--- src/rtl/core/bcfr_pkg.sv ---
// Boot command frame receiver: shared types, codes and constants.
// No dependencies; used by every module of the block.
`timescale 1ns / 1ps

package bcfr_pkg;

  // Default payload sizes
  localparam int unsigned DEF_PAGE_BYTES   = 1024;
  localparam int unsigned DEF_RECORD_BYTES = 36;

  // Field and state widths
  localparam int unsigned OP_W     = 2;
  localparam int unsigned BYTE_W   = 8;
  localparam int unsigned OFFSET_W = 10;
  localparam int unsigned LEFT_W   = 11;
  localparam int unsigned TICK_W   = 32;
  localparam int unsigned TO_W     = 8;
  localparam int unsigned KIND_W   = 2;
  localparam int unsigned LINK_W   = 2;

  // Configuration
  localparam int unsigned        DATA_W       = 32;
  localparam int unsigned        ADDR_W       = 3;
  localparam logic [TO_W-1:0]    TIMEOUT_RESET = 8'd10;
  localparam logic               REG_FIRST_TO = 1'b0;
  localparam logic               REG_IDLE_TO  = 1'b1;

  // Input opcodes
  localparam logic [OP_W-1:0] OP_BYTE = 2'd0;
  localparam logic [OP_W-1:0] OP_TICK = 2'd1;
  localparam logic [OP_W-1:0] OP_ACK  = 2'd2;

  // Link states
  localparam logic [LINK_W-1:0] LS_FIRST   = 2'd0;
  localparam logic [LINK_W-1:0] LS_READY   = 2'd1;
  localparam logic [LINK_W-1:0] LS_PAYLOAD = 2'd2;
  localparam logic [LINK_W-1:0] LS_DONE    = 2'd3;

  // Command bytes
  localparam logic [BYTE_W-1:0] CMD_VERSION = 8'h01;
  localparam logic [BYTE_W-1:0] CMD_START   = 8'h02;
  localparam logic [BYTE_W-1:0] CMD_PAGE    = 8'h03;

  // Store targets
  localparam logic TGT_RECORD = 1'b0;
  localparam logic TGT_PAGE   = 1'b1;

  // Timeout kinds
  localparam logic [KIND_W-1:0] TO_NONE  = 2'd0;
  localparam logic [KIND_W-1:0] TO_FIRST = 2'd1;
  localparam logic [KIND_W-1:0] TO_LATER = 2'd2;

  typedef struct packed {
    logic [TO_W-1:0] idle_timeout;
    logic            first_wr;       // write transfer to first_timeout_ticks
    logic [TO_W-1:0] first_wdata;
  } cfg_t;

  typedef struct packed {
    logic                store_valid;
    logic                store_target;
    logic [OFFSET_W-1:0] store_offset;
    logic [BYTE_W-1:0]   store_byte;
    logic                frame_done;
    logic [BYTE_W-1:0]   frame_command;
    logic [KIND_W-1:0]   timeout_kind;
  } res_t;

endpackage

--- src/rtl/core/bcfr_cfg_regs.sv ---
// Boot command frame receiver: APB-style timeout configuration registers.
// Depends on bcfr_pkg.
`timescale 1ns / 1ps

module bcfr_cfg_regs (
  input  logic                          clk_i,
  input  logic                          rst_ni,
  input  logic                          psel,
  input  logic                          penable,
  input  logic                          pwrite,
  input  logic [bcfr_pkg::ADDR_W-1:0]   paddr,
  input  logic [bcfr_pkg::DATA_W-1:0]   pwdata,
  output logic [bcfr_pkg::DATA_W-1:0]   prdata,
  output logic                          pready,
  output bcfr_pkg::cfg_t                cfg_o
);

  logic [bcfr_pkg::TO_W-1:0] first_q, first_d;
  logic [bcfr_pkg::TO_W-1:0] idle_q, idle_d;
  logic                      wr_en;
  logic                      reg_sel;

  assign pready  = 1'b1;
  assign wr_en   = psel & penable & pwrite;
  assign reg_sel = paddr[2];

  always_comb begin
    first_d = first_q;
    idle_d  = idle_q;
    if (wr_en) begin
      unique case (reg_sel)
        bcfr_pkg::REG_FIRST_TO: first_d = pwdata[bcfr_pkg::TO_W-1:0];
        bcfr_pkg::REG_IDLE_TO:  idle_d  = pwdata[bcfr_pkg::TO_W-1:0];
        default: ;
      endcase
    end
  end

  always_ff @(posedge clk_i or negedge rst_ni) begin
    if (!rst_ni) begin
      first_q <= bcfr_pkg::TIMEOUT_RESET;
      idle_q  <= bcfr_pkg::TIMEOUT_RESET;
    end else begin
      first_q <= first_d;
      idle_q  <= idle_d;
    end
  end

  always_comb begin
    prdata = '0;
    unique case (reg_sel)
      bcfr_pkg::REG_FIRST_TO: prdata[bcfr_pkg::TO_W-1:0] = first_q;
      bcfr_pkg::REG_IDLE_TO:  prdata[bcfr_pkg::TO_W-1:0] = idle_q;
      default: ;
    endcase
  end

  assign cfg_o.idle_timeout  = idle_q;
  assign cfg_o.first_wr      = wr_en & (reg_sel == bcfr_pkg::REG_FIRST_TO);
  assign cfg_o.first_wdata   = pwdata[bcfr_pkg::TO_W-1:0];

endmodule

--- src/rtl/core/bcfr_core.sv ---
// Boot command frame receiver: link state, payload counters, tick/deadline
// tracking and the per-item result. Depends on bcfr_pkg.
`timescale 1ns / 1ps

module bcfr_core #(
  parameter int unsigned PAGE_BYTES   = bcfr_pkg::DEF_PAGE_BYTES,
  parameter int unsigned RECORD_BYTES = bcfr_pkg::DEF_RECORD_BYTES
) (
  input  logic                          clk_i,
  input  logic                          rst_ni,
  input  logic                          step_i,
  input  logic [bcfr_pkg::OP_W-1:0]     opcode_i,
  input  logic [bcfr_pkg::BYTE_W-1:0]   rx_byte_i,
  input  bcfr_pkg::cfg_t                cfg_i,
  output bcfr_pkg::res_t                res_o
);

  localparam logic [bcfr_pkg::LEFT_W-1:0] PageLeft   = bcfr_pkg::LEFT_W'(PAGE_BYTES);
  localparam logic [bcfr_pkg::LEFT_W-1:0] RecordLeft = bcfr_pkg::LEFT_W'(RECORD_BYTES);

  logic [bcfr_pkg::LINK_W-1:0]   link_q, link_d;
  logic [bcfr_pkg::BYTE_W-1:0]   cmd_q, cmd_d;
  logic [bcfr_pkg::LEFT_W-1:0]   left_q, left_d;
  logic [bcfr_pkg::OFFSET_W-1:0] off_q, off_d;
  logic                          tgt_q, tgt_d;
  logic [bcfr_pkg::TICK_W-1:0]   tick_q, tick_d;
  logic [bcfr_pkg::TICK_W-1:0]   dl_q, dl_d;

  logic [bcfr_pkg::TICK_W-1:0]   tick_inc;
  logic [bcfr_pkg::TICK_W:0]     dl_sum;
  logic                          take_cmd;
  bcfr_pkg::res_t                res;

  assign tick_inc = (&tick_q) ? tick_q : tick_q + 1'b1;
  assign dl_sum   = {1'b0, tick_q}
                  + {{(bcfr_pkg::TICK_W + 1 - bcfr_pkg::TO_W){1'b0}}, cfg_i.idle_timeout};

  always_comb begin
    link_d   = link_q;
    cmd_d    = cmd_q;
    left_d   = left_q;
    off_d    = off_q;
    tgt_d    = tgt_q;
    tick_d   = tick_q;
    dl_d     = dl_q;
    res      = '0;
    take_cmd = 1'b0;

    if (step_i) begin
      case (opcode_i)
        bcfr_pkg::OP_BYTE: begin
          unique case (link_q)
            bcfr_pkg::LS_FIRST:   take_cmd = (rx_byte_i == bcfr_pkg::CMD_VERSION);
            bcfr_pkg::LS_READY:   take_cmd = 1'b1;
            bcfr_pkg::LS_PAYLOAD: begin
              if (left_q == '0) begin
                // empty count: close the frame without storing
                link_d         = bcfr_pkg::LS_DONE;
                res.frame_done = 1'b1;
              end else begin
                res.store_valid  = 1'b1;
                res.store_target = tgt_q;
                res.store_offset = off_q;
                res.store_byte   = rx_byte_i;
                off_d            = off_q + 1'b1;
                left_d           = left_q - 1'b1;
                if (left_q == bcfr_pkg::LEFT_W'(1)) begin
                  link_d         = bcfr_pkg::LS_DONE;
                  res.frame_done = 1'b1;
                end
              end
            end
            bcfr_pkg::LS_DONE: ;
            default: ;
          endcase

          if (take_cmd) begin
            cmd_d = rx_byte_i;
            case (rx_byte_i)
              bcfr_pkg::CMD_START: begin
                tgt_d  = bcfr_pkg::TGT_RECORD;
                left_d = RecordLeft;
                off_d  = '0;
                link_d = bcfr_pkg::LS_PAYLOAD;
              end
              bcfr_pkg::CMD_PAGE: begin
                tgt_d  = bcfr_pkg::TGT_PAGE;
                left_d = PageLeft;
                off_d  = '0;
                link_d = bcfr_pkg::LS_PAYLOAD;
              end
              default: begin
                link_d         = bcfr_pkg::LS_DONE;
                res.frame_done = 1'b1;
              end
            endcase
          end
        end
        bcfr_pkg::OP_TICK: begin
          tick_d = tick_inc;
          if (tick_inc >= dl_q) begin
            res.timeout_kind = (link_q == bcfr_pkg::LS_FIRST) ? bcfr_pkg::TO_FIRST
                                                              : bcfr_pkg::TO_LATER;
          end
        end
        bcfr_pkg::OP_ACK: begin
          if (link_q == bcfr_pkg::LS_DONE) begin
            link_d = bcfr_pkg::LS_READY;
            dl_d   = dl_sum[bcfr_pkg::TICK_W] ? '1 : dl_sum[bcfr_pkg::TICK_W-1:0];
          end
        end
        default: ;
      endcase
    end

    // first-timeout write while waiting for the first command reloads the deadline
    if (cfg_i.first_wr && (link_q == bcfr_pkg::LS_FIRST)) begin
      dl_d = {{(bcfr_pkg::TICK_W - bcfr_pkg::TO_W){1'b0}}, cfg_i.first_wdata};
    end

    res.frame_command = cmd_d;
  end

  always_ff @(posedge clk_i or negedge rst_ni) begin
    if (!rst_ni) begin
      link_q <= bcfr_pkg::LS_FIRST;
      cmd_q  <= '0;
      left_q <= '0;
      off_q  <= '0;
      tgt_q  <= 1'b0;
      tick_q <= '0;
      dl_q   <= {{(bcfr_pkg::TICK_W - bcfr_pkg::TO_W){1'b0}}, bcfr_pkg::TIMEOUT_RESET};
    end else begin
      link_q <= link_d;
      cmd_q  <= cmd_d;
      left_q <= left_d;
      off_q  <= off_d;
      tgt_q  <= tgt_d;
      tick_q <= tick_d;
      dl_q   <= dl_d;
    end
  end

  assign res_o = res;

endmodule

--- src/rtl/core/boot_command_frame_receiver.sv ---
// Boot command frame receiver, top level: input register, state update
// core, result register and configuration port. Depends on bcfr_pkg,
// bcfr_cfg_regs and bcfr_core.
// Throughput: one item per cycle while the result side does not stall; an item passes
// through the input register and then the result register before its result transfer.
// Reset (async, active low): link awaits the first command, both timeout
// registers hold 10, deadline 10, tick count and all counters zero.
`timescale 1ns / 1ps

module boot_command_frame_receiver #(
  parameter int unsigned PAGE_BYTES   = bcfr_pkg::DEF_PAGE_BYTES,
  parameter int unsigned RECORD_BYTES = bcfr_pkg::DEF_RECORD_BYTES
) (
  input  logic                            clk_i,
  input  logic                            rst_ni,
  // configuration
  input  logic                            psel,
  input  logic                            penable,
  input  logic                            pwrite,
  input  logic [bcfr_pkg::ADDR_W-1:0]     paddr,
  input  logic [bcfr_pkg::DATA_W-1:0]     pwdata,
  output logic [bcfr_pkg::DATA_W-1:0]     prdata,
  output logic                            pready,
  // input items
  input  logic                            in_valid_i,
  output logic                            in_ready_o,
  input  logic [bcfr_pkg::OP_W-1:0]       opcode_i,
  input  logic [bcfr_pkg::BYTE_W-1:0]     rx_byte_i,
  // result items
  output logic                            out_valid_o,
  input  logic                            out_ready_i,
  output logic                            store_valid_o,
  output logic                            store_target_o,
  output logic [bcfr_pkg::OFFSET_W-1:0]   store_offset_o,
  output logic [bcfr_pkg::BYTE_W-1:0]     store_byte_o,
  output logic                            frame_done_o,
  output logic [bcfr_pkg::BYTE_W-1:0]     frame_command_o,
  output logic [bcfr_pkg::KIND_W-1:0]     timeout_kind_o
);

  bcfr_pkg::cfg_t                cfg;
  bcfr_pkg::res_t                res, res_q;
  logic                          in_vld_q, in_vld_d;
  logic [bcfr_pkg::OP_W-1:0]     op_q;
  logic [bcfr_pkg::BYTE_W-1:0]   byte_q;
  logic                          out_vld_q, out_vld_d;
  logic                          advance;
  logic                          in_xfer;

  bcfr_cfg_regs u_cfg (
    .clk_i   (clk_i),
    .rst_ni  (rst_ni),
    .psel    (psel),
    .penable (penable),
    .pwrite  (pwrite),
    .paddr   (paddr),
    .pwdata  (pwdata),
    .prdata  (prdata),
    .pready  (pready),
    .cfg_o   (cfg)
  );

  // item leaves the input register once the result register is free
  assign advance    = in_vld_q & (~out_vld_q | out_ready_i);
  assign in_ready_o = ~in_vld_q | advance;
  assign in_xfer    = in_valid_i & in_ready_o;
  assign in_vld_d   = in_xfer | (in_vld_q & ~advance);
  assign out_vld_d  = advance | (out_vld_q & ~out_ready_i);

  bcfr_core #(
    .PAGE_BYTES   (PAGE_BYTES),
    .RECORD_BYTES (RECORD_BYTES)
  ) u_core (
    .clk_i     (clk_i),
    .rst_ni    (rst_ni),
    .step_i    (advance),
    .opcode_i  (op_q),
    .rx_byte_i (byte_q),
    .cfg_i     (cfg),
    .res_o     (res)
  );

  always_ff @(posedge clk_i or negedge rst_ni) begin
    if (!rst_ni) begin
      in_vld_q  <= 1'b0;
      out_vld_q <= 1'b0;
    end else begin
      in_vld_q  <= in_vld_d;
      out_vld_q <= out_vld_d;
    end
  end

  always_ff @(posedge clk_i) begin
    if (in_xfer) begin
      op_q   <= opcode_i;
      byte_q <= rx_byte_i;
    end
    if (advance) begin
      res_q <= res;
    end
  end

  assign out_valid_o     = out_vld_q;
  assign store_valid_o   = res_q.store_valid;
  assign store_target_o  = res_q.store_target;
  assign store_offset_o  = res_q.store_offset;
  assign store_byte_o    = res_q.store_byte;
  assign frame_done_o    = res_q.frame_done;
  assign frame_command_o = res_q.frame_command;
  assign timeout_kind_o  = res_q.timeout_kind;

endmodule

--- config.mk ---
export PLATFORM = sky130hd
export DESIGN_NAME = boot_command_frame_receiver
export DESIGN_NICKNAME = d
export VERILOG_FILES = /design/src/rtl/core/bcfr_pkg.sv /design/src/rtl/core/bcfr_cfg_regs.sv /design/src/rtl/core/bcfr_core.sv /design/src/rtl/core/boot_command_frame_receiver.sv
export SDC_FILE = /design/constraint.sdc
export NUM_CORES = 1
export LEC_CHECK = 0
export BUFFER_PORTS_ARGS = -buffer_cell sky130_fd_sc_hd__clkbuf_2
export CORE_MARGIN = 3
export CORE_UTILIZATION = 30
export DETAILED_ROUTE_END_ITERATION = 6
export PLACE_DENSITY_LB_ADDON = 0.12
export REMOVE_ABC_BUFFERS = 1
export SLEW_MARGIN = 30
export SYNTH_ARGS = -nofsm -noshare
export SYNTH_HDL_FRONTEND = slang
export SYNTH_HIERARCHICAL = 1
export SYNTH_SLANG_ARGS = --single-unit
--- constraint.sdc ---
create_clock -name clk_i -period 3.86 [get_ports clk_i]
set_input_delay 0.386 -clock clk_i [delete_from_list [all_inputs] [get_ports clk_i]]
set_output_delay 0.386 -clock clk_i [all_outputs]
set_load 0.01 [all_outputs]
## Word-level counts from Yosys, hierarchy flattened

Index checks and enable logic that the tools add are counted.

| storage, ports and cells | value |
|---|---|
| memories | 0 |
| bits in latches | 0 |
| logic and storage cells | 112 |
| bits in registers | 155 |
| output and inout bits | 66 |
| RAM bits | 0 |
| bits of input ports | 52 |
| bits in read-only memories | 0 |

| operators by class | value |
|---|---|
| shift operators | 0 |
| equal/unequal tests | 12 |
| mux-type cells | 36 |
| div/mod/pow operators | 0 |
| multipliers | 0 |
| order comparisons | 1 |
| $add $sub $neg | 4 |
| reduce and logical (&&, ||, !) cells | 21 |
| bitwise operators | 18 |

Operators by type and width:

| cell | count |
|---|---|
| $mux W32 | 6 |
| $mux W10 | 4 |
| $add A32 B8 Y33 | 1 |
| $mux W11 | 3 |
| $add A32 B1 Y32 const B | 1 |
| $ge A32 B32 Y1 | 1 |
| $reduce_and A32 Y1 | 1 |
| $mux W8 | 3 |
| $pmux W11 S2 | 1 |
| $mux W20 | 1 |
| $eq A8 B2 Y1 const B | 2 |
| $pmux W8 S2 | 1 |
| $mux W2 | 6 |
| $reduce_and A2 Y1 | 6 |
| $eq A11 B1 Y1 const B | 1 |
| $logic_not A11 Y1 | 1 |
| $sub A11 B1 Y11 const B | 1 |
| $add A10 B1 Y10 const B | 1 |
| $reduce_bool A2 Y1 | 5 |
| $eq A8 B1 Y1 const B | 1 |
| $mux W1 | 8 |
| $and A1 B1 Y1 | 7 |
| $not A1 Y1 | 7 |
| $eq A2 B2 Y1 const B | 3 |
| 14 further kinds | 20 |

## Depth between registers and ports, before layout

Gate-level depths: netlist of the first run.

| logic depth | value |
|---|---|
| depth in word-level cells | 7 |
| gate-level depth with buffers | 14 |
| mapped depth without buffers | 14 |

## By module

The synthesis of the first run kept the hierarchy.

By module, submodules not included:

| module | cells an instance | sequential area each (um2) | instances | area an instance (um2) |
|---|---|---|---|---|
| bcfr_core | 765 | 2,404.8 | 1 | 7,029.2 |
| boot_command_frame_receiver | 49 | 1,281.2 | 1 | 1,335.0 |
| bcfr_cfg_regs | 79 | 405.4 | 1 | 982.2 |

## Least setup slack after synthesis of the first run

OpenSTA, ideal clock, no wires.

| timing path | value |
|---|---|
| path kind | reg2reg |
| from | register u_core/tick_q[0] (netlist name) |
| to | register res_q, in the netlist timeout_kind_o[0], data pin |
| clock period less this slack | 3.133 ns |
| cell stages (with the launch flop) | 14 |
| data arrival time | 2.877 ns |
| required time | 3.604 ns |
| library setup time | 0.256 ns |
| setup slack | 0.727 ns |
| path buffers | 0 |
| cells stage by stage | dfrtp_1 ha_1 and4_1 nand4_2 nor2_4 nor2_1 and4_1 xor2_1 ha_1 a21oi_1 o21ai_0 a221oi_1 o32ai_1 a41o_1 |

| between the ends | value |
|---|---|
| cells in the longest elaborated chain, start to end | 4 |
| elaborated cells on any way between the ends | 5 |
| classes of those cells | 1 x add/sub; 1 x order compare; 1 x mux; 2 x reduce/logical |

Ends and longest elaborated chain:

| item | line | RTL |
|---|---|---|
| start: declaration | bcfr_core.sv:26 | `logic [bcfr_pkg::TICK_W-1:0] tick_q, tick_d;` |
| start signal: assignment | bcfr_core.sv:139 | `tick_q <= tick_d;` |
| $add A32 B1 Y32 or $reduce_and A32 Y1 (tied branches) | bcfr_core.sv:34 | `assign tick_inc = (&tick_q) ? tick_q : tick_q + 1'b1;` |
| $mux W32 (*) | bcfr_core.sv:34 |  |
| via u_core.tick_inc (one bit) | bcfr_core.sv:29 | `logic [bcfr_pkg::TICK_W-1:0] tick_inc;` |
| $ge A32 B32 Y1 (*) | bcfr_core.sv:101 | `if (tick_inc >= dl_q) begin` |
| $reduce_and A2 Y1 (no source line) (*) | - |  |
| end signal: assignment | boot_command_frame_receiver.sv:99 | `res_q <= res;` |
| end: declaration | boot_command_frame_receiver.sv:42 | `bcfr_pkg::res_t res, res_q;` |

The timed path passes the listed nets; every way through them passes the cells marked *.
A chain may end at the register's enable or synchronous reset.

## Worst setup path after layout of the first run

| timing path | value |
|---|---|
| from | register u_core/tick_q[1] (netlist name) |
| to | register res_q, in the netlist timeout_kind_o[1], data pin |

Same word-level chain as after synthesis.

==> impl_metrics.yaml, run 1 <==
detailed_routing:
  drc: 0
  drt-initial-drc-count: 411
  wirelength_um: 24000
  vias_per_cell: 4.81
  num_vias: 6508
  firstDrtPassIters: 5
  drt-wirelength-per-cell_um: 17.7
  ant_nets: 0
timing:
  setup_violations: 0
  slew_violations: 0
  fin_crit_sh_pct: 93.2
  hold_viol_final: 0
  skew_ns: 0.00975
  slew_headroom_pct: 42.7
  tns_ns: 0
  tightest_slew_ns: 0.858
  fmax_ghz: 0.278
  finalCriticalPeriod_ns: 3.60
  rsz0062_at_grt: "yes"
  worst_slack_ns: 0.263
worst_setup_path:
  crit_path_end_kind: "register"
  critical_path_class: "register to register"
  r2r_slack_ns: 0.26
  startpoint_type: "register"
  arrival_ns: 3.87
  cp_max_fo: 7
  worstPathRequired_ns: 4.13
clocking:
  cts_inserted_buffers: 17
  clockRootBuffer: "clkbuf_16"
  cts_tree: "yes"
  clk_pin_slew_ns: 0.07
  htree_levels: 4
  cts_setup_buffers: 0
  clock_path_buffers: 2
  insertion_delay_ns: 0.44
  cts.sinks: 155
status:
  status: "completed"
synthesis:
  ys_types: 92
  yosys_warnings: 6
  synth_edf_count: 41
  synth.cell_area_um2: 9350
  synth_top_area_share_pct: 28.9
  avgSynthCellArea_um2: 10.5
  ys_seq_area_share_pct: 43.8
  async_reset_ff_share_pct: 73.5
  yosys-top-cells-count: "dfrtp_1 (108), nand2_1 (68), nor2_1 (59), ha_1 (45), xnor2_1 (45)"
  yosysMostFrequentCell: "dfrtp_1"
  yosys-top-cells-area: "dfrtp_1 (29%), edfxtp_1 (13%), ha_1 (6.0%)"
  synthCells: 893
  ys_ff_latch: 155
  synth_flop_cell: "dfrtp_1"
  yosysTopAreaCell: "dfrtp_1"
worst_hold_path:
  hold_class: "primary input to register"
global_routing:
  met1_usage_pct: 21.4
  grt_pass1_vias: 6638
  grt_max_degree: 66
  overflow: 0
  grt_pass1_wl_um: 38500
  met2_usage_pct: 23.0
  antenna_found_initial: 0
  grt_use_met3_pct: 2.99
  grt.busiest_layer: "met2"
  grtUsageTotal_pct: 14.9
cells_and_area:
  drive_gt1_share_pct: 22.1
  utilization_pct: 35.2
  diodes: 0
  nets: 1049
  area_delta_synth_final_pct: 13.6
power_and_ir_drop:
  leakage_uw: 0.00467
  power_density_nw_per_um2: 495
  ir_worst_vdd_mv: 0.260
floorplan:
  die_width_um: 183
  die_y_um: 183
  core.rowCount: 63
  core_area_um2: 30200
  initial_core_util_pct: 31.0
  ios: 118
  die_area_um2: 33300
place:
  place_congestion: 0.797
  place_hpwl_um: 16800
  io_buffer_count: 66
  dp_worst_setup_slack_ns: 0.212
run:
  cap_violations: 0
metrics by stage:
stage / hold WS [ns] / instances / area, um2 / total power (uW)
after floorplan: 0.0904 / 841 / 8960 / 3050
after global placement: 0.462 / 1321 / 9970 / 3460
after detailed placement: 0.467 / 1321 / 9970 / 3470
after CTS: 0.0976 / 1353 / 10600 / 5330
after global routing: 0.0903 / 1354 / 10600 / 5610
final: 0.126 / 1354 / 10600 / 5250
state kept, by name, summed over array words and instances, names as in the netlist:
name,cells
u_core/off_q,10
u_core/dl_q,32
frame_command_o,8
in_vld_q,1
u_core/cmd_q,8
store_target_o,1
u_core/tick_q,32
byte_q,8
store_valid_o,1
u_cfg/idle_q,8
u_cfg/first_q,8
out_valid_o,1
op_q,2
u_core/link_q,2
u_core/tgt_q,1
frame_done_o,1
timeout_kind_o,2
store_byte_o,8
u_core/left_q,11
store_offset_o,10
path summary, 6_finish.rpt:
check,startpoint,to,depth (start not counted)
min reg2reg,u_core/tgt_q,u_core/tgt_q,1
max reg2reg,u_core/tick_q[1],timeout_kind_o[1],13
max in group asynchronous,rst_ni,u_core/dl_q[1],3
max,u_core/tick_q[1],timeout_kind_o[1],13
min,rx_byte_i[7],byte_q[7],1
min in group asynchronous,rst_ni,u_core/dl_q[29],2
metal layers:
metal,wire length [um],part of all wire (%),up-vias
met5,0,0,-
met4,248,1.0,0
met3,924,3.8,17
met2,10900,45,119
met1,12000,50,3137
li1,-,-,3235
power breakdown:
| group | total (uW) | internal [uW] | switching (uW) |
|---|---|---|---|
| Sequential | 2130 | 1960 | 167 |
| Clock | 1830 | 1040 | 782 |
| Combinational | 1300 | 552 | 744 |
cells in the final DEF (no fill, tap or decap), drive strengths merged, types with 36 or more instances in the layout:
cell type,synthesis,final
a21oi,36,36
clkbuf,12,82
dfrtp,108,108
edfxtp,41,41
ha,45,45
inv,43,52
nand2,71,71
nor2,66,66
o21ai,37,37
xnor2,45,45
xor2,44,44
layout make-up:
class,instances,area (um2)
Clock buffer,17,425
Timing Repair Buffer,91,539
Clock inverter,15,198
Fill cell,3072,19600
Tap cell,390,488
Multi-Input combinational cell,643,4720
Sequential cell,155,4090
Inverter,43,161
cells by family (layout without fill, tap and decap cells):
logic type	count (synthesis)	after routing	share of synthesized area [%]
AND/OR/NAND/NOR	318	318	20.8
other	2	25	0.0804
AO/OA/AOI/OAI	131	131	9.84
flip-flops	155	155	43.8
buffers and inverters	118	166	6.83
XOR/XNOR	89	89	8.34
multiplexers	34	34	4.08
adder cells (fa/ha/maj)	46	46	6.24
timing repair:
action | in CTS | in global routing
endpoints found under the hold margin | 0 | 3
gates resized for setup | 0 | 3
hold buffers | 0 | 1
setup endpoints to repair | 0 | 2
worst max-delay path: stages, from the launching register on:
cell and delay [ns]:
dfrtp_1 0.43, ha_1 0.29, and4_2 0.33, nand4_2 0.21, nor2_4 0.26, nor2_1 0.11
xor2_1 0.16, ha_1 0.30, and4_1 0.22, o21ai_0 0.13, or4_1 0.52, o2111ai_1 0.23
nand3b_1 0.13, o221ai_1 0.10
Note: power is estimated with default switching activity, not from simulation.
==> run 2: changes to the inputs <==
- PLACE_DENSITY: not set -> 0.5
- PLACE_DENSITY_LB_ADDON: 0.12 -> not set
==> run 2 against run 1 <==
Sequential share of layout area grew 0.31 points; setup slack worse by 0.033 ns; largest cell class unchanged; largest power group unchanged; wire length is 4.6% lower.
==> impl_metrics.yaml, run 2 (synthesized netlist as in run 1, its figures left out) <==
status:
  status: "completed"
power_and_ir_drop:
  power_density_nw_per_um2: 475
  ir_worst_vdd_mv: 0.266
  leakage_uw: 0.00464
timing:
  tns_ns: 0
  slew_headroom_pct: 43.3
  slew_violations: 0
  fin_crit_sh_pct: 94.0
  tightest_slew_ns: 0.847
  skew_ns: 0.0151
  holdWs_ns: 0.0568
  finalCriticalPeriod_ns: 3.63
  worst_slack_ns: 0.230
  hold_viol_final: 0
  setup_violations: 0
  rsz0062_at_grt: "no"
  fmax_ghz: 0.275
worst_setup_path:
  r2r_slack_ns: 0.23
  worstPathRequired_ns: 4.05
  cpPeakStageDelay_ns: 0.42
  critPathSlowestCell: "dfrtp_1"
  path_delay_family: "simple AND/OR/NAND/NOR gates"
  critical_path_class: "register to register"
  cp_max_fo: 7
  crit_path_end_kind: "register"
  arrival_ns: 3.82
  startpoint_type: "register"
  path_cells: "ha_1 > and4_1 > nand4_2 > nor2_4 > nor4_2 > nand2_1 > xnor2_1 > ha_1 > and4_1 > a221oi_1 > o32ai_1 > a41o_1"
  path_buf_inv: 0
floorplan:
  core.rowCount: 63
  core_area_um2: 30200
  die_area_um2: 33300
  initial_core_util_pct: 31.0
  die_width_um: 183
  die_y_um: 183
  ios: 118
clocking:
  cts_hold_buf: 0
  clockRootBuffer: "clkbuf_16"
  insertion_delay_ns: 0.44
  cts_inserted_buffers: 17
  cts-resized-gates: 0
  htree_levels: 4
  cts_setup_buffers: 0
  cts.sinks: 155
  clk_pin_slew_ns: 0.07
  clock_path_buffers: 2
  cts_tree: "yes"
place:
  dp_worst_setup_slack_ns: 0.260
  place_inst: 1326
  place_hpwl_um: 16500
  io_buffer_count: 66
  place_congestion: 0.814
cells_and_area:
  final_cell_mix: "dfrtp_1 (108), nand2_1 (68), clkbuf_2 (65), nor2_1 (59)"
  drive_gt1_share_pct: 22.3
  diodes: 0
  final_cell_count_no_fill: 1358
  reg.largest.list: "u_core/dl_q x32, u_core/tick_q x32, u_core/left_q x11"
  nets: 1053
  area_delta_synth_final_pct: 12.7
  final_common_cell: "dfrtp_1"
  utilization_pct: 34.9
global_routing:
  antenna_found_initial: 0
  grt_max_degree: 58
  grt_pass1_wl_um: 36500
  overflow: 0
  grtUsageTotal_pct: 14.0
  grt_pass1_vias: 6414
detailed_routing:
  num_vias: 6621
  drt-initial-drc-count: 376
  wirelength_um: 22900
  firstDrtPassIters: 5
  vias_per_cell: 4.88
  drt-wirelength-per-cell_um: 16.9
  ant_nets: 0
  drc: 0
run:
  cap_violations: 0
worst_hold_path:
  hold_class: "primary input to async pin"
==> run 2: cell types whose count changed in the layout (fill, tap and decap cells not counted), moves of 2 or more <==
cell	previous run	this run
clkinvlp_4	0	2
clkinv_2	2	4
bufinv_16	3	0
inv_8	4	2
buf_4	23	30
==> run 2: through the flow <==
step / cell area [um2] / power, uW
6_report: 10500 / 5000
5_1_grt: 10500 / 5350
4_1_cts: 10500 / 5080
3_5_place_dp: 10000 / 3460
3_3_place_gp: 10000 / 3440
2_1_floorplan: 8960 / 3050
==> run 2: area by class of cell <==
| type | count | area (um2) |
|---|---|---|
| clock buffer | 18 | 429 |
| clock inverter | 14 | 110 |
| timing repair buffer | 95 | 551 |
| sequential | 155 | 4090 |
| fill | 3082 | 19700 |
| multi-input combinational | 643 | 4700 |
| tap | 390 | 488 |
| inverter | 43 | 161 |
==> run 2: final timing paths <==
path                                   from  depth (start not counted)                 to
min reg2reg                    u_core/tgt_q                          1       u_core/tgt_q
max                        u_core/tick_q[1]                         12  timeout_kind_o[0]
max reg2reg                u_core/tick_q[1]                         12  timeout_kind_o[0]
max in group asynchronous            rst_ni                          2   u_core/left_q[2]
min in group clk_i             rx_byte_i[6]                          1          byte_q[6]
min                                  rst_ni                          1    u_core/dl_q[29]
==> run 2: routing by layer <==
| metal | wire length [um] | GRT usage [%] | vias to the layer above |
|---|---|---|---|
| met2 | 10600 | 22.1 | 130 |
| met1 | 11200 | 19.7 | 3227 |
| met3 | 837 | 2.63 | 17 |
| li1 | - | - | 3247 |
| met5 | 0 | 0 | - |
| met4 | 255 | 3.81 | 0 |
==> run 2: power by group <==
group | total (uW) | switching [uW] | internal (uW)
clock | 1580 | 745 | 838
combinational | 1280 | 732 | 552
sequential | 2130 | 171 | 1960
==> run 3: changes to the inputs <==
- CORE_UTILIZATION: 30 -> 53
- PLACE_DENSITY: 0.5 -> 0.82
- clock period: 3.86 -> 3.1 ns (I/O delays scaled with it)
==> run 3 against run 2 <==
The run now ends with setup timing left; first-iteration DRC count increased by 120%; sequential power grew 25%; sequential share of layout area decreased by 2.5 points; setup slack worse by 0.38 ns; total power up 32%; register-to-register slack got worse by 0.38 ns; maximum frequency grew 12%; critical path type unchanged; largest power group unchanged; highest routed layer unchanged.
==> impl_metrics.yaml, run 3 (synthesized netlist as in run 1, its figures left out) <==
worst_setup_path:
  cp_max_fo: 4
  worstPathRequired_ns: 3.28
  critical_path_class: "register to register"
  crit_path_end_kind: "register"
  rr_worst_depth: 15
  startpoint_type: "register"
  arrival_ns: 3.43
cells_and_area:
  design_area_um2: 11300
  diodes: 0
  final_cell_mix: "dfrtp_1 (106), buf_4 (106), nand2_1 (67), clkbuf_2 (65), nor2_1 (56)"
  drive_gt1_share_pct: 31.9
  area_delta_synth_final_pct: 20.6
  nets: 1141
  final_cell_count_no_fill: 1276
  reg.largest.list: "u_core/dl_q x32, u_core/tick_q x32, u_core/left_q x11"
status:
  status: "finished, violations left"
  violations: "setup timing"
detailed_routing:
  ant_nets: 0
  drt-wirelength-per-cell_um: 19.4
  firstDrtPassIters: 5
  num_vias: 7742
  vias_per_cell: 6.07
  drc: 0
  drt-initial-drc-count: 836
  wirelength_um: 24700
clocking:
  cts_tree: "yes"
  insertion_delay_ns: 0.43
  cts.sinks: 155
  clk_pin_slew_ns: 0.07
  cts_inserted_buffers: 17
  htree_levels: 4
  clock_path_buffers: 2
  clockRootBuffer: "clkbuf_16"
floorplan:
  core_area_um2: 16900
  die_y_um: 139
  die_area_um2: 19300
  core.rowCount: 47
  initial_core_util_pct: 55.2
  ios: 118
  die_width_um: 139
place:
  place_area_um2: 10300
  place_congestion: 0.932
  io_buffer_count: 66
  dp_worst_setup_slack_ns: -0.0771
  place_inst: 1223
  place_hpwl_um: 16400
timing:
  setup_violations: 2
  fin_crit_sh_pct: 105
  worst_slack_ns: -0.149
  tightest_slew_ns: 0.732
  slew_violations: 0
  finalCriticalPeriod_ns: 3.25
  hold_viol_final: 0
  slew_headroom_pct: 51.0
  fmax_ghz: 0.308
  skew_ns: 0.0123
  rsz0062_at_grt: "yes"
global_routing:
  antenna_found_initial: 0
  overflow: 0
  grt_max_degree: 49
  grtUsageTotal_pct: 24.6
  grt_pass1_vias: 7473
  grt_pass1_wl_um: 38500
power_and_ir_drop:
  swShare_pct: 34.0
  power_density_nw_per_um2: 584
  p_int_uw: 4340
  seqPwrFrac_pct: 40.4
  clock_power_share_pct: 30.4
  leakage_uw: 0.00518
  combPwrFrac_pct: 29.2
  p_switching_uw: 2240
  ir_worst_vdd_mv: 0.511
run:
  cap_violations: 0
worst_hold_path:
  holdPathStages: 1
  hold_class: "primary input to register"
-- run 3: cell count changes in the layout (fill, tap and decap cells not counted), sizes merged --
cell	change
buf	+87
clkinv	-1
clkinvlp	-1
dlygate4sd3	+1
inv	+2
-- run 3: repair_timing --
action / 4_1_cts / 5_1_grt
pin swaps: 14 / 26
hold endpoints to repair: 41 / 0
gates resized for setup: 24 / 42
hold buffers: 1 / 0
setup endpoints to repair: 2 / 2
setup buffers: 8 / 12
-- run 3: final cells by class --
cell class	instances	area (um2)
clock buffers	18	429
clock inverters	14	126
fillers	1179	5660
inverters	43	161
multi-input cells	643	4910
flip-flops and latches	155	4090
well taps	220	275
repair buffers	183	1270
-- run 3: per-stage QoR --
stage | TNS [ns] | util [%] | total power [uW] | hold WS (ns)
6_report | -0.251 | 66.6 | 6580 | 0.0510
5_1_grt | -0.408 | 66.6 | 6910 | 0.0266
2_1_floorplan | -7.30 | - | 3790 | 0.0144
3_3_place_gp | -0.0646 | 60.9 | 4270 | 0.366
3_5_place_dp | -0.141 | 60.9 | 4360 | 0.364
4_1_cts | 0 | 65.2 | 6450 | 0.0369
-- run 3: worst max-delay path, cell delays in order (launching register included) --
cell and delay [ns]:
dfrtp_1 0.38, ha_2 0.22, and4_4 0.24, nand4_4 0.09, nor2_4 0.17, buf_4 0.16, nor4_4 0.04, buf_4 0.13
buf_4 0.13, xnor2_1 0.19, ha_1 0.32, a21oi_1 0.21, o21ai_1 0.14, a41oi_2 0.22, nor3b_1 0.11, a41o_1 0.27
-- run 3: worst paths after layout --
path,start,end,slack (ns)
max,u_core/tick_q[0],timeout_kind_o[0],-0.15
min,rx_byte_i[2],byte_q[2],0.05
max reg2reg,u_core/tick_q[0],timeout_kind_o[0],-0.15
min reg2reg,u_core/cmd_q[6],u_core/cmd_q[6],0.50
max in group asynchronous,rst_ni,u_core/dl_q[1],1.82
min in group asynchronous,rst_ni,u_core/off_q[3],0.42
-- run 3: routing by layer --
layer,GRT usage (%),vias to the layer above,wire length [um]
met5,0,-,0
met4,7.16,0,685
met3,5.24,83,1930
met2,40.9,444,12200
met1,32.7,3796,9960
li1,-,3419,-
-- run 3: power by group through the flow --
stage / clock [uW] / sequential (uW) / combinational, uW
3_5_place_dp: 0 / 2680 / 1680
3_3_place_gp: 0 / 2660 / 1610
4_1_cts: 2020 / 2650 / 1790
5_1_grt: 2120 / 2690 / 2100
6_report: 2000 / 2660 / 1920
2_1_floorplan: 0 / 2670 / 1130
